[src/rtl/gsam_ram.sv]
// Generic single-port-write, registered-read RAM.
`timescale 1ns / 1ps
module gsam_ram #(
	parameter int WIDTH = 32,
	parameter int DEPTH = 8
) (
	input  logic                     clk,
	input  logic                     we,
	input  logic [$clog2(DEPTH)-1:0] waddr,
	input  logic [WIDTH-1:0]         wdata,
	input  logic [$clog2(DEPTH)-1:0] raddr,
	output logic [WIDTH-1:0]         rdata
);
	logic [WIDTH-1:0] mem [DEPTH];

	// Write port and registered read port.
	always_ff @(posedge clk) begin
		if (we) begin
			mem[waddr] <= wdata;
		end
		rdata <= mem[raddr];
	end
endmodule
[config.mk]
export PLATFORM = sky130hd
export DESIGN_NAME = gsam_ram
export DESIGN_NICKNAME = d
export VERILOG_FILES = /design/src/rtl/gsam_ram.sv
export SDC_FILE = /design/constraint.sdc
export NUM_CORES = 1
export LEC_CHECK = 0
export BUFFER_PORTS_ARGS = -buffer_cell sky130_fd_sc_hd__buf_2
export CORE_ASPECT_RATIO = 2
export CORE_UTILIZATION = 55
export CTS_CLUSTER_DIAMETER = 100
export DETAILED_ROUTE_END_ITERATION = 6
export PLACE_DENSITY_LB_ADDON = 0.25
export SLEW_MARGIN = 20
export SYNTH_ARGS = -nofsm -noshare
export SYNTH_HDL_FRONTEND = slang
export SYNTH_SLANG_ARGS = --single-unit
[constraint.sdc]
create_clock -name clk -period 3.6 [get_ports clk]
set_input_delay 0.18 -clock clk [delete_from_list [all_inputs] [get_ports clk]]
set_output_delay 0.18 -clock clk [all_outputs]
set_load 0.02 [all_outputs]
==> impl_metrics.py <==
metrics = {
    "run_status": {
        "outcome": "complete, no violations",
    },
    "layout": {
        "diodes": 0,
        "area_delta_synth_final_pct": 17.5,
        "fin_nets": 576,
        "fillCellCount": 1224,
        "drive_gt1_share_pct": 33.6,
        "final_cell_mix": "256 x edfxtp_1, 70 x buf_2, 40 x mux4_1",
        "final_common_cell": "edfxtp_1",
    },
    "timing": {
        "finalCriticalPeriod_ps": 1500,
        "setup_tns_ps": 0,
        "fin_crit_sh_pct": 41.5,
        "grt_setup_unrepaired": "no",
        "finalWorstSetupSlack_ps": 2100,
        "maxSlewHeadroom_pct": 32.4,
        "hold_violations": 0,
        "skew_ps": 7.87,
        "slew_violations": 0,
        "setup_viol": 0,
        "max_freq_mhz": 669,
        "worst-slew-pin-transition_ps": 1010,
    },
    "worst_setup_path": {
        "ff2ff_path_depth": 2,
        "rr_startpoint": "mem[1][8]$_DFFE_PP_",
        "worstPathMaxFanout": 33,
        "regToRegSetupSlack_ps": 2270,
        "worst-endpoint-arrival_ps": 1890,
        "crit_type": "primary input to register",
        "reg2reg_to": "rdata[8]$_DFF_P_",
        "crit_required_ps": 4000,
        "cp-end-kind": "register",
        "worst_setup_path_start_kind": "primary input",
    },
    "route": {
        "met2_length_microns": 10100,
        "post_drt_wl_per_cell_microns": 22.7,
        "viasPerCell": 5.55,
        "dr.first_iter.drc_count": 199,
        "ant_nets": 0,
        "drt-met1-wl_microns": 7040,
        "drt_wl_total_microns": 18400,
        "drt-pass1-iter-count": 4,
        "top_layer_used": "met4",
        "post-route-drc-count": 0,
        "vias": 4487,
        "wl_met3_microns": 875,
    },
    "clock_tree": {
        "clkSinkCount": 288,
        "clk_latency_ps": 510,
        "htreeDepth": 1,
        "cts_inserted_buffers": 24,
        "clkTransAtPathRegs_ps": 70,
        "cts_tree": "built",
        "clock-root-buffer": "clkbuf_16",
        "clk_path_buf_depth": 3,
    },
    "global_route": {
        "track_usage_pct": 19.8,
        "grt_pass1_wl_microns": 28200,
        "grt_pass1_vias": 4965,
        "grt_overflow": 0,
        "grt_max_degree": 65,
        "antenna_found_initial": 0,
    },
    "pwr": {
        "pwr-share-comb_pct": 6.0,
        "p_int_mw": 5.47,
        "p_leak_nw": 4.19,
        "netSwitchingPower_mw": 1.40,
        "power_frac_seq_pct": 55.4,
        "vdd_drop_max_mv": 0.450,
        "power_density_nw_per_um2": 558,
        "swShare_pct": 20.3,
        "clock_power_share_pct": 38.6,
        "power.total_mw": 6.86,
    },
    "yosys": {
        "synth_warnings": 0,
        "syn_inst": 415,
        "synth_area_sq_um": 10500,
        "yosysTopAreaCell": "edfxtp_1",
        "syn_nets": 455,
        "ys_seq_area_share_pct": 79.6,
        "synth_cell_types": 13,
        "ys_seq_elements": 288,
        "ys_top_cells_by_area": "edfxtp_1 73%, mux4_1 10%, dfxtp_1 6.1%, mux4_2 5.2%, mux2_2 3.4%",
        "synth_top_cell_area_share_pct": 73.4,
        "avgSynthCellArea_sq_um": 25.2,
    },
    "placed_design": {
        "io_buffers": 71,
        "gp_congestion": 0.688,
        "post-place-ws_ps": 1520,
        "post-dp-hpwl_microns": 9910,
    },
    "floorplan": {
        "die_y_microns": 197,
        "row_count": 71,
        "core_sq_um": 18700,
        "start_util_pct": 55.8,
        "io_pins": 72,
        "dieArea_sq_um": 19600,
        "die_width_microns": 99.5,
    },
    "min_path": {
        "min_path_cells": 3,
        "hold_path_end": "mem[6][26]$_DFFE_PP_",
        "worstHoldStart": "waddr[1]",
        "hold_path.class": "primary input to register",
    },
    "flow_run": {
        "maxCapViolCount": 0,
    },
}
[worst max-delay path, stage by stage]
cell and delay [ps]:
buf_4 490, buf_12 330, mux4_1 590, mux2_2 270
[layer usage]
metal	global-route usage, %	vias up
met5	0	-
met4	6.64	0
met3	2.58	25
met2	35.9	114
met1	24.4	2321
li1	-	2027
[worst max-delay path by stage]
stage,depth (start not counted),slack (ps),start,to
finish,4,2100,raddr[0],rdata[21]$_DFF_P_
global route,4,2020,raddr[0],rdata[23]$_DFF_P_
CTS,4,2060,raddr[0],rdata[0]$_DFF_P_
detailed placement,4,1520,raddr[0],rdata[27]$_DFF_P_
global placement,4,1580,raddr[0],rdata[4]$_DFF_P_
floorplan,2,570,waddr[2],mem[0][0]$_DFFE_PP_
[layout make-up]
cell class	instances	area [sq um]	area share, %
sequential	288	8330	67.7
clock buffer	31	688	5.59
tap	255	319	2.59
timing repair buffer	113	766	6.23
clock inverter	13	134	1.09
multi-input combinational	109	2070	16.8
[logic make-up (layout without fill, tap and decap cells)]
kind of cell | Yosys count | in the layout | share of synthesized area [%]
buf+inv | 18 | 157 | 1.22
flops | 288 | 288 | 79.6
mux | 96 | 96 | 18.6
simple gates | 13 | 13 | 0.562
[flip-flops by register name (all words and copies together) (netlist names)]
name and count:
mem 256, rdata 32
[what timing repair did]
item	CTS	global route
hold buffers	32	0
setup buffers	0	0
hold endpoints to repair	256	0
endpoints found under the setup margin	0	0
gates resized for setup	0	0
[synthesized netlist by cell type]
library cell / count
mux4_2: 24
mux4_1: 40
nand2b_1: 3
buf_6: 7
dfxtp_1: 32
nor2_1: 6
buf_1: 4
nand2_1: 2
mux2_2: 32
nor3_1: 2
buf_2: 6
edfxtp_1: 256
clkbuf_1: 1
[per-stage QoR]
step	util [%]	area, sq um	instances	hold slack (ps)
floorplan	-	10500	415	279
global placement	59.5	11200	733	432
detailed placement	59.5	11200	733	448
CTS	65.6	12300	809	309
global route	65.6	12300	809	317
finish	65.6	12300	809	319
[power by group through the flow]
stage	Clock, mW	Sequential (mW)	Combinational [mW]
final	2.65	3.80	0.409
after global routing	2.81	3.81	0.439
after CTS	2.68	3.81	0.418
after detailed placement	0	3.88	0.389
after global placement	0	3.87	0.376
after floorplan	0	3.92	0.191
Note: power is estimated with default switching activity, not from simulation.
